**src/hw/rtl/hpq_pkg.sv**
```systemverilog
// ----------------------------------------------------------------------------
// hpq_pkg
// Shared types and codes for the binary heap priority queue controller,
// datapath and checker.
// ----------------------------------------------------------------------------
`timescale 1ns / 1ps
`default_nettype none

package hpq_pkg;

  localparam int KEY_PORT_W   = 32;
  localparam int STATUS_W     = 2;
  localparam int COUNT_PORT_W = 11;

  typedef logic [STATUS_W-1:0] hpq_status_t;

  localparam hpq_status_t STATUS_DONE  = 2'd0;
  localparam hpq_status_t STATUS_EMPTY = 2'd1;
  localparam hpq_status_t STATUS_FULL  = 2'd2;

  localparam logic KIND_INSERT = 1'b0;
  localparam logic KIND_REMOVE = 1'b1;

  localparam logic REG_POP_LARGEST_FIRST = 1'b0;
  localparam logic REG_KEYS_SIGNED       = 1'b1;

  typedef enum logic [2:0] {
    ST_IDLE,
    ST_CHECK,
    ST_RM_LOAD,
    ST_UP_RD,
    ST_UP_CMP,
    ST_DN_RD,
    ST_DN_CMP,
    ST_DONE
  } hpq_state_t;

  typedef enum logic [1:0] {
    RD_ROOT_LAST,
    RD_PARENT,
    RD_CHILDREN
  } hpq_rd_sel_t;

  typedef enum logic [1:0] {
    WR_MOVING,
    WR_PARENT,
    WR_CHILD
  } hpq_wr_src_t;

  typedef struct packed {
    logic        accept;
    logic        ins_start;
    logic        rm_start;
    logic        rm_load;
    hpq_rd_sel_t rd_sel;
    logic        wr_en;
    hpq_wr_src_t wr_src;
    logic        step_up;
    logic        step_down;
    logic        set_status;
    hpq_status_t status_code;
    logic        load_result;
  } hpq_cmd_t;

  typedef struct packed {
    logic kind;
    logic count_zero;
    logic count_full;
    logic index_zero;
    logic up_swap;
    logic down_swap;
    logic out_free;
  } hpq_flags_t;

endpackage

`default_nettype wire

```
**src/hw/rtl/hpq_ctrl.sv**
```systemverilog
// ----------------------------------------------------------------------------
// hpq_ctrl
// Controller state machine. Sequences one insert or removal transaction at a
// time through the datapath and hands the result to the output register.
// ----------------------------------------------------------------------------
`timescale 1ns / 1ps
`default_nettype none

module hpq_ctrl
  import hpq_pkg::*;
(
  input  logic       clk,
  input  logic       rst,
  input  logic       in_valid,
  output logic       in_ready,
  input  hpq_flags_t flags,
  output hpq_cmd_t   cmd
);

  hpq_state_t state;
  hpq_state_t state_next;

  always_ff @(posedge clk) begin
    if (rst) begin
      state <= ST_IDLE;
    end else begin
      state <= state_next;
    end
  end

  always_comb begin
    state_next      = state;
    in_ready        = 1'b0;
    cmd             = '0;
    cmd.rd_sel      = RD_PARENT;
    cmd.wr_src      = WR_MOVING;
    cmd.status_code = STATUS_DONE;
    unique case (state)
      ST_IDLE: begin
        in_ready = 1'b1;
        if (in_valid) begin
          cmd.accept = 1'b1;
          state_next = ST_CHECK;
        end
      end
      ST_CHECK: begin
        if (flags.kind == KIND_INSERT) begin
          if (flags.count_full) begin
            cmd.set_status  = 1'b1;
            cmd.status_code = STATUS_FULL;
            state_next      = ST_DONE;
          end else begin
            cmd.ins_start = 1'b1;
            state_next    = ST_UP_RD;
          end
        end else begin
          if (flags.count_zero) begin
            cmd.set_status  = 1'b1;
            cmd.status_code = STATUS_EMPTY;
            state_next      = ST_DONE;
          end else begin
            cmd.rm_start = 1'b1;
            cmd.rd_sel   = RD_ROOT_LAST;
            state_next   = ST_RM_LOAD;
          end
        end
      end
      ST_RM_LOAD: begin
        cmd.rm_load = 1'b1;
        state_next  = flags.count_zero ? ST_DONE : ST_DN_RD;
      end
      ST_UP_RD: begin
        if (flags.index_zero) begin
          cmd.wr_en  = 1'b1;
          cmd.wr_src = WR_MOVING;
          state_next = ST_DONE;
        end else begin
          cmd.rd_sel = RD_PARENT;
          state_next = ST_UP_CMP;
        end
      end
      ST_UP_CMP: begin
        cmd.wr_en = 1'b1;
        if (flags.up_swap) begin
          cmd.wr_src  = WR_PARENT;
          cmd.step_up = 1'b1;
          state_next  = ST_UP_RD;
        end else begin
          cmd.wr_src = WR_MOVING;
          state_next = ST_DONE;
        end
      end
      ST_DN_RD: begin
        cmd.rd_sel = RD_CHILDREN;
        state_next = ST_DN_CMP;
      end
      ST_DN_CMP: begin
        cmd.wr_en = 1'b1;
        if (flags.down_swap) begin
          cmd.wr_src    = WR_CHILD;
          cmd.step_down = 1'b1;
          state_next    = ST_DN_RD;
        end else begin
          cmd.wr_src = WR_MOVING;
          state_next = ST_DONE;
        end
      end
      ST_DONE: begin
        if (flags.out_free) begin
          cmd.load_result = 1'b1;
          state_next      = ST_IDLE;
        end
      end
      default: begin
        state_next = ST_IDLE;
      end
    endcase
  end

endmodule

`default_nettype wire

```
**config.mk**
```make
export PLATFORM = sky130hd
export DESIGN_NAME = hpq_ctrl
export DESIGN_NICKNAME = d
export VERILOG_FILES = /design/src/hw/rtl/hpq_pkg.sv /design/src/hw/rtl/hpq_ctrl.sv
export SDC_FILE = /design/constraint.sdc
export NUM_CORES = 1
export LEC_CHECK = 0
export BUFFER_PORTS_ARGS = -buffer_cell sky130_fd_sc_hd__buf_2
export CAP_MARGIN = 15
export CORE_AREA = 2 2 39 41
export DETAILED_ROUTE_END_ITERATION = 7
export DIE_AREA = 0 0 41 43
export SLEW_MARGIN = 20
export SYNTH_ARGS = -nofsm -noshare
export SYNTH_HDL_FRONTEND = slang
export SYNTH_SLANG_ARGS = --single-unit
```
**constraint.sdc**
```tcl
create_clock -name clk -period 1.25 [get_ports clk]
set_input_delay 0.125 -clock clk [delete_from_list [all_inputs] [get_ports clk]]
set_output_delay 0.125 -clock clk [all_outputs]
set_load 0.01 [all_outputs]
```
==> Flow_metrics.wiki, run 1 <==
{| class="wikitable"
! Metric !! Value
|-
| Final layout net count || 90
|-
| Data required time of the critical path || between 1 and 1.5 ns
|-
| Max capacitance violation total || 0
|-
| Critical Path Fanout Max || 5
|-
| Horizontal die dimension || just over 40 um
|-
| Port buffer count || 25
|-
| DR vias || about 460
|-
| Leakage || ~0.31 nW
|-
| Reg clk slew, reported paths || roughly 0.030 ns
|-
| Biggest regs || state: 3 flops
|-
| Antenna Violating Nets Remaining || 0
|-
| Final cell count without fillers || 95
|-
| Fraction of post-synthesis cell area in the top cell type by area || about 16%
|-
| Synthesized area per cell || slightly above 8 um^2
|-
| Dominant cell by count in the synthesized netlist || sky130_fd_sc_hd__nor3_1
|-
| Final Cycle Share || 105%
|-
| Instance count of the mapped netlist || between 40 and 50
|-
| Cell area after technology mapping || 374 um^2
|-
| Run status || finished with violations
|-
| Share of post-route cells with drive strength above 1 || approximately two thirds
|-
| Vias in the first global route || around 320
|-
| Die Footprint || roughly 1800 um^2
|-
| Number of flip-flops under the largest register name || 3
|-
| Worst setup path category || flip-flop to primary output
|-
| Met3 Routed Length || around 76 um
|-
| Area growth from synthesis to layout || 67.2%
|-
| Htree depth || 1
|-
| Relative slew slack || between 80% and 90%
|-
| Die Height || about 43 um
|-
| Setup violations, final || 5
|-
| TritonCTS Sinks || 3
|-
| Worst setup SP type || flip-flop
|-
| Crit end category || primary output
|-
| Top-level port count || 26
|-
| Worst Hold Margin || 0.0878 ns
|-
| Part of the Yosys area used for sequential elements || 16.1%
|-
| Drt pass-1 iters || 2
|-
| Upper clock frequency limit || ~760 MHz
|-
| Power density over cell area || 1070 nW/um^2
|-
| Core outline area || 1380 um^2
|-
| Class of the tightest hold or removal check || input port to flip-flop
|-
| Total wire length || just under 1000 um
|-
| Count of pins over their slew limit || 0
|-
| CTS root buffer || sky130_fd_sc_hd__clkbuf_4
|-
| Proportion of synthesized flip-flops having asynchronous set or reset || 0%
|-
| Highest routed layer || met3
|-
| Wirelength per Cell || 10.3 um
|-
| Buffers from clock root to sink, at most || 2
|-
| Synthesis Warnings || 0
|-
| Residual DRC || 0
|-
| Aggregate global-route resource usage || about a tenth
|-
| Top cells by area, synth || sky130_fd_sc_hd__dfxtp_1 16%, sky130_fd_sc_hd__nor2b_4 7.4%, sky130_fd_sc_hd__buf_6 6.0%, sky130_fd_sc_hd__nor3_1 5.4%, sky130_fd_sc_hd__nor4b_1 4.7%
|-
| Global-route wire length before repair || 1260 um
|-
| Initial standard-cell utilization of the core || between 20% and 30%
|-
| Pin count of the biggest net entering global routing || 11
|-
| Routability congestion estimate from global placement || 0.755
|-
| Flip-flop and latch count after synthesis || 3
|-
| Number of antenna violations at the first check in global routing || 0
|-
| Met2 wire len || between 400 and 500 um
|-
| Final WS setup || -0.0648 ns
|-
| Sum of routed wire segments on met1 || between 400 and 500 um
|-
| Register containing the most flip-flops in the final layout || state
|-
| Number of DRC violations after detailed-routing iteration 0 || 2
|-
| Cts bufs inserted || 3
|-
| Setup repair after global routing missed its margin || yes
|-
| Placement Rows || 14
|-
| Ranking of synthesized cells by instance count || 4 x sky130_fd_sc_hd__nor3_1, 3 x sky130_fd_sc_hd__a21oi_1, 3 x sky130_fd_sc_hd__dfxtp_1
|-
| Number of endpoints with negative hold slack in the final report || 0
|-
| Post-DR vias/cell || 4.81
|-
| CTS tree || done
|-
| Fill cells || about 140
|-
| Total congestion overflow || 0
|-
| Diode insertion count for antenna repair || 0
|-
| Later-pin clock latency in the skew report || approximately 0.23 ns
|-
| Slew of the pin with the lowest slew margin || ~0.22 ns
|-
| Final period demand of the worst path || 1.31 ns
|-
| Main synth FF type || sky130_fd_sc_hd__dfxtp_1
|-
| Failing checks || setup timing
|-
| Arrival time worst endpoint || ~1.2 ns
|-
| Number of enable-type register cells in the synthesized netlist || 0
|-
| Most area-hungry cell type in the Yosys netlist || sky130_fd_sc_hd__dfxtp_1
|-
| Number of placed cells counting well taps || 87
|-
| Peak supply drop || ~0.00058 V
|-
| Clock skew || approximately 0.0022 ns
|-
| Post-DP HPWL || 731 um
|-
| Unique masters post-synth || 31
|-
| Mapped Nets || 56
|}
==> logic make-up after synthesis <==
| logic type | Yosys count | share of synthesized area (%) |
|---|---|---|
| simple gates | 27 | 51.5 |
| compound gates | 10 | 18.1 |
| buf+inv | 5 | 10.4 |
| flops | 3 | 16.1 |
| mux | 1 | 4.01 |
==> critical path, stage by stage, from the launching register on <==
cell	delay [ns]
sky130_fd_sc_hd__dfxtp_2	0.33
sky130_fd_sc_hd__and2b_4	0.28
sky130_fd_sc_hd__nand2_4	0.07
sky130_fd_sc_hd__nor3b_2	0.14
sky130_fd_sc_hd__buf_2	0.14
==> metrics by stage <==
step	total power, mW	instance area (um^2)	worst slack, ns	util (%)	TNS, ns
finish	0.669	626	-0.0648	45.2	-0.172
global route	0.724	626	-0.130	45.2	-0.855
CTS	0.647	592	-0.0658	42.8	-0.355
detailed placement	0.431	514	0.101	37.2	0
floorplan	0.346	374	0.108	-	0
global placement	0.429	514	0.0986	37.2	0
==> report_power, final <==
part           switching, mW  total, mW  internal [mW]  leakage, nW
sequential            0.0261      0.144          0.117       0.0261
clock                 0.0475      0.167          0.119       0.0150
combinational          0.177      0.358          0.181        0.271
==> cells in the final DEF, fill, tap and decap left out, types with 3 or more instances in the layout <==
cell type | synthesis | routed
sky130_fd_sc_hd__clkbuf_4 | 1 | 3
sky130_fd_sc_hd__buf_6 | 2 | 4
sky130_fd_sc_hd__a21oi_1 | 3 | 3
sky130_fd_sc_hd__buf_4 | 0 | 4
sky130_fd_sc_hd__buf_2 | 1 | 25
sky130_fd_sc_hd__nor3_1 | 4 | 3
==> path summary, 6_finish.rpt <==
kind	to	cells after the start	startpoint	slack (ns)
max	cmd[2]	4	state[1]$_SDFFE_PP0P_	-0.06
max reg2reg	state[2]$_SDFFE_PP0P_	6	state[1]$_SDFFE_PP0P_	0.04
min reg2reg	state[1]$_SDFFE_PP0P_	2	state[1]$_SDFFE_PP0P_	0.57
min	state[0]$_SDFFE_PP0P_	2	rst	0.09
==> cell type report <==
class                   instances  area (um^2)  area share [%]
multi-input cells              38          309            49.4
repair buffers                 33          200            32.0
flip-flops and latches          3         66.3            10.6
clock buffers                   4         26.3            4.20
well taps                      16         20.0            3.20
inverters                       1         3.75           0.600
==> routing by layer <==
| layer | vias to the layer above | track usage, % |
|---|---|---|
| met1 | 203 | 13.1 |
| met3 | 0 | 6.28 |
| li1 | 237 | - |
| met2 | 17 | 15.3 |
| met5 | - | 0 |
| met4 | 0 | 2.00 |
==> repair_timing <==
action,4_1_cts,5_1_grt
pin swaps,2,2
resized for setup,10,5
endpoints found under the setup margin,14,14
setup buffers,2,1
hold endpoints to repair,0,0
hold buffers,0,0
gates cloned,0,1
Power figures use the tool's default switching activity.
==> run 2: changes to the inputs <==
--- a/config.mk
+++ b/config.mk
@@ -10,6 +10,7 @@
 export CORE_AREA = 2 2 39 41
 export DETAILED_ROUTE_END_ITERATION = 7
 export DIE_AREA = 0 0 41 43
+export PLACE_DENSITY = 0.68
 export SLEW_MARGIN = 20
 export SYNTH_ARGS = -nofsm -noshare
 export SYNTH_HDL_FRONTEND = slang
==> run 2 against run 1 <==
  * The flow still finishes with violations (setup timing)
  * Core utilization down 0.99 points
  * Sequential share of layout area down 0.38 points
  * Setup slack worse by 0.013 ns
  * Register-to-register slack better by 0.05 ns
  * Critical path type unchanged
==> Flow_metrics.wiki, run 2 (synthesis results as in run 1) <==
{| class="wikitable"
! Metric !! Value
|-
| Share of post-route cells with drive strength above 1 || 63.3% (-3.8 points)
|-
| Post-CTS Hold Buffers || 0 (unchanged)
|-
| Area growth from synthesis to layout || 63.5%
|-
| Post-DR vias/cell || 4.84 (+0.66%)
|-
| Residual DRC || 0 (unchanged)
|-
| Htree depth || 1 (unchanged)
|-
| Global-route wire length before repair || 1540 um (+22%)
|-
| Pin count of the biggest net entering global routing || 12 (+1)
|-
| CP max stage delay || 0.33 ns (about the same)
|-
| CTS tree || done
|-
| Power share of the sequential group || 20.2% (-1.3 points)
|-
| Category of cells accounting for the largest share of critical-path delay || simple AND/OR/NAND/NOR gates
|-
| Diode insertion count for antenna repair || 0 (unchanged)
|-
| Net load switching power || 0.249 mW (-0.80%)
|-
| Worst setup SP type || flip-flop
|-
| Switching share of power || 37.2% (-0.34 points)
|-
| Leakage || 0.310 nW (-0.69%)
|-
| Slew of the pin with the lowest slew margin || 0.244 ns (+0.0264 ns)
|-
| Run status || finished with violations
|-
| Placement Rows || 14 (unchanged)
|-
| Post-DP HPWL || 716 um (-1.9%)
|-
| Number of flip-flops under the largest register name || 3 (unchanged)
|-
| Power density over cell area || 1090 nW/um^2 (+2.4%)
|-
| Setup repair after global routing missed its margin || yes
|-
| Setup slack after placement || 0.113 ns (+0.0115 ns)
|-
| Combinational share of power || 54.5% (+0.9 points)
|-
| Leading cell types in the layout, fill and taps excluded || 24 x sky130_fd_sc_hd__buf_2, 5 x sky130_fd_sc_hd__buf_4, 4 x sky130_fd_sc_hd__nor3_1, 4 x sky130_fd_sc_hd__buf_6
|-
| Final WS setup || -0.0776 ns (-0.0129 ns)
|-
| Setup violations, final || 6 (+1)
|-
| Number of DRC violations after detailed-routing iteration 0 || 3 (+1)
|-
| Worst Hold Margin || 0.0879 ns (+0.000186 ns)
|-
| Routability congestion estimate from global placement || 0.745 (-1.3%)
|-
| Initial standard-cell utilization of the core || 27.0% (unchanged)
|-
| Upper clock frequency limit || 753 MHz (-0.97%)
|-
| Total congestion overflow || 0 (unchanged)
|-
| DR vias || 460 (+0.66%)
|-
| Most common library cell in the layout ignoring fill and taps || sky130_fd_sc_hd__buf_2
|-
| Die Height || 43 um (unchanged)
|-
| Part of the power in the clock network || 25.3% (+0.3 points)
|-
| Vias in the first global route || 392 (+22%)
|-
| Critical Path Fanout Max || 6 (+1)
|-
| Data required time of the critical path || 1.12 ns (about the same)
|-
| Top-level port count || 26 (unchanged)
|-
| Power Internal || 0.421 mW (+0.65%)
|-
| Final Cycle Share || 106% (+1.0 points)
|-
| Count of pins over their slew limit || 0 (unchanged)
|-
| Arrival time worst endpoint || 1.20 ns (about the same)
|-
| TritonCTS Sinks || 3 (unchanged)
|-
| Cts bufs inserted || 3 (unchanged)
|-
| Ordered list of cells on the worst path || and2b_4 > nand2_4 > nor3b_2 > buf_2
|-
| Worst setup path category || flip-flop to primary output
|-
| Total wire length || 1010 um (+2.9%)
|-
| Clock skew || 0.000846 ns (-0.00138 ns)
|-
| Port buffer count || 25 (unchanged)
|-
| CTS root buffer || sky130_fd_sc_hd__clkbuf_4
|-
| Die Footprint || 1760 um^2 (unchanged)
|-
| Biggest regs || state: 3 flops
|-
| Final layout net count || 90 (unchanged)
|-
| Core outline area || 1380 um^2 (unchanged)
|-
| Share of the core filled with cells || 44.2% (-0.99 points)
|-
| Wirelength per Cell || 10.6 um (+2.9%)
|-
| Class of the tightest hold or removal check || input port to flip-flop
|-
| Reg clk slew, reported paths || 0.04 ns (about the same)
|-
| Drt pass-1 iters || 4 (+2)
|-
| Failing checks || setup timing
|-
| Cell type of the slowest stage on the worst timing path || sky130_fd_sc_hd__dfxtp_2
|-
| Count of buffering cells on the critical path with inverters included || 1 (unchanged)
|-
| Later-pin clock latency in the skew report || 0.23 ns (about the same)
|-
| Horizontal die dimension || 41 um (unchanged)
|-
| Number of antenna violations at the first check in global routing || 0 (unchanged)
|-
| Max capacitance violation total || 0 (unchanged)
|-
| Peak supply drop || 0.000543 V (-5.8%)
|-
| Aggregate global-route resource usage || 12.6% (+2.1 points)
|-
| Number of endpoints with negative hold slack in the final report || 0 (unchanged)
|-
| Register containing the most flip-flops in the final layout || state
|-
| Antenna Violating Nets Remaining || 0 (unchanged)
|-
| Buffers from clock root to sink, at most || 2 (unchanged)
|-
| Crit end category || primary output
|-
| Relative slew slack || 83.6% (-1.8 points)
|-
| Final period demand of the worst path || 1.33 ns (+0.0129 ns)
|}
## run 2: metrics by stage
stage	TNS, ns	cells	power [mW]	instance area [um^2]
floorplan	0	46	0.346	374
global route	-0.872	95	0.727	612
CTS	-0.304	94	0.644	586
global placement	0	88	0.438	522
finish	-0.246	95	0.669	612
detailed placement	0	88	0.441	522
## run 2: area by class of cell
| class | count | area [um^2] |
|---|---|---|
| repair buffers | 33 | 203 |
| clock buffers | 4 | 26.3 |
| multi-input cells | 38 | 297 |
| inverters | 1 | 3.75 |
| flip-flops and latches | 3 | 62.6 |
| well taps | 16 | 20.0 |
| fillers | 147 | 772 |
## run 2: routing by layer
metal  wire, um  part of all wire [%]  GRT usage, %
met1        420                    42          14.7
met2        508                    50          19.4
met3         77                   7.7          3.14
met4          0                     0          8.00
met5          0                     0             0
## run 2: timing repair
| action | 4_1_cts | 5_1_grt |
|---|---|---|
| endpoints found under the setup margin | 13 | 13 |
| setup buffers | 2 | 1 |
| resized for setup | 6 | 5 |
| pin swaps | 3 | 0 |
| gates cloned | 0 | 0 |
## run 2: path summary, 6_finish.rpt
check,from,to,slack [ns],depth (start not counted)
hold / removal,rst,state[0]$_SDFFE_PP0P_,0.09,2
hold reg to reg,state[1]$_SDFFE_PP0P_,state[1]$_SDFFE_PP0P_,0.68,3
setup / recovery,state[1]$_SDFFE_PP0P_,cmd[2],-0.08,4
setup reg to reg,state[2]$_SDFFE_PP0P_,state[0]$_SDFFE_PP0P_,0.09,4
## run 2: power by group through the flow
stage	Clock [mW]	Combinational, mW	Sequential (mW)
CTS	0.175	0.337	0.132
global route	0.183	0.406	0.138
floorplan	0	0.219	0.126
finish	0.169	0.365	0.135
detailed placement	0	0.310	0.131
global placement	0	0.308	0.130
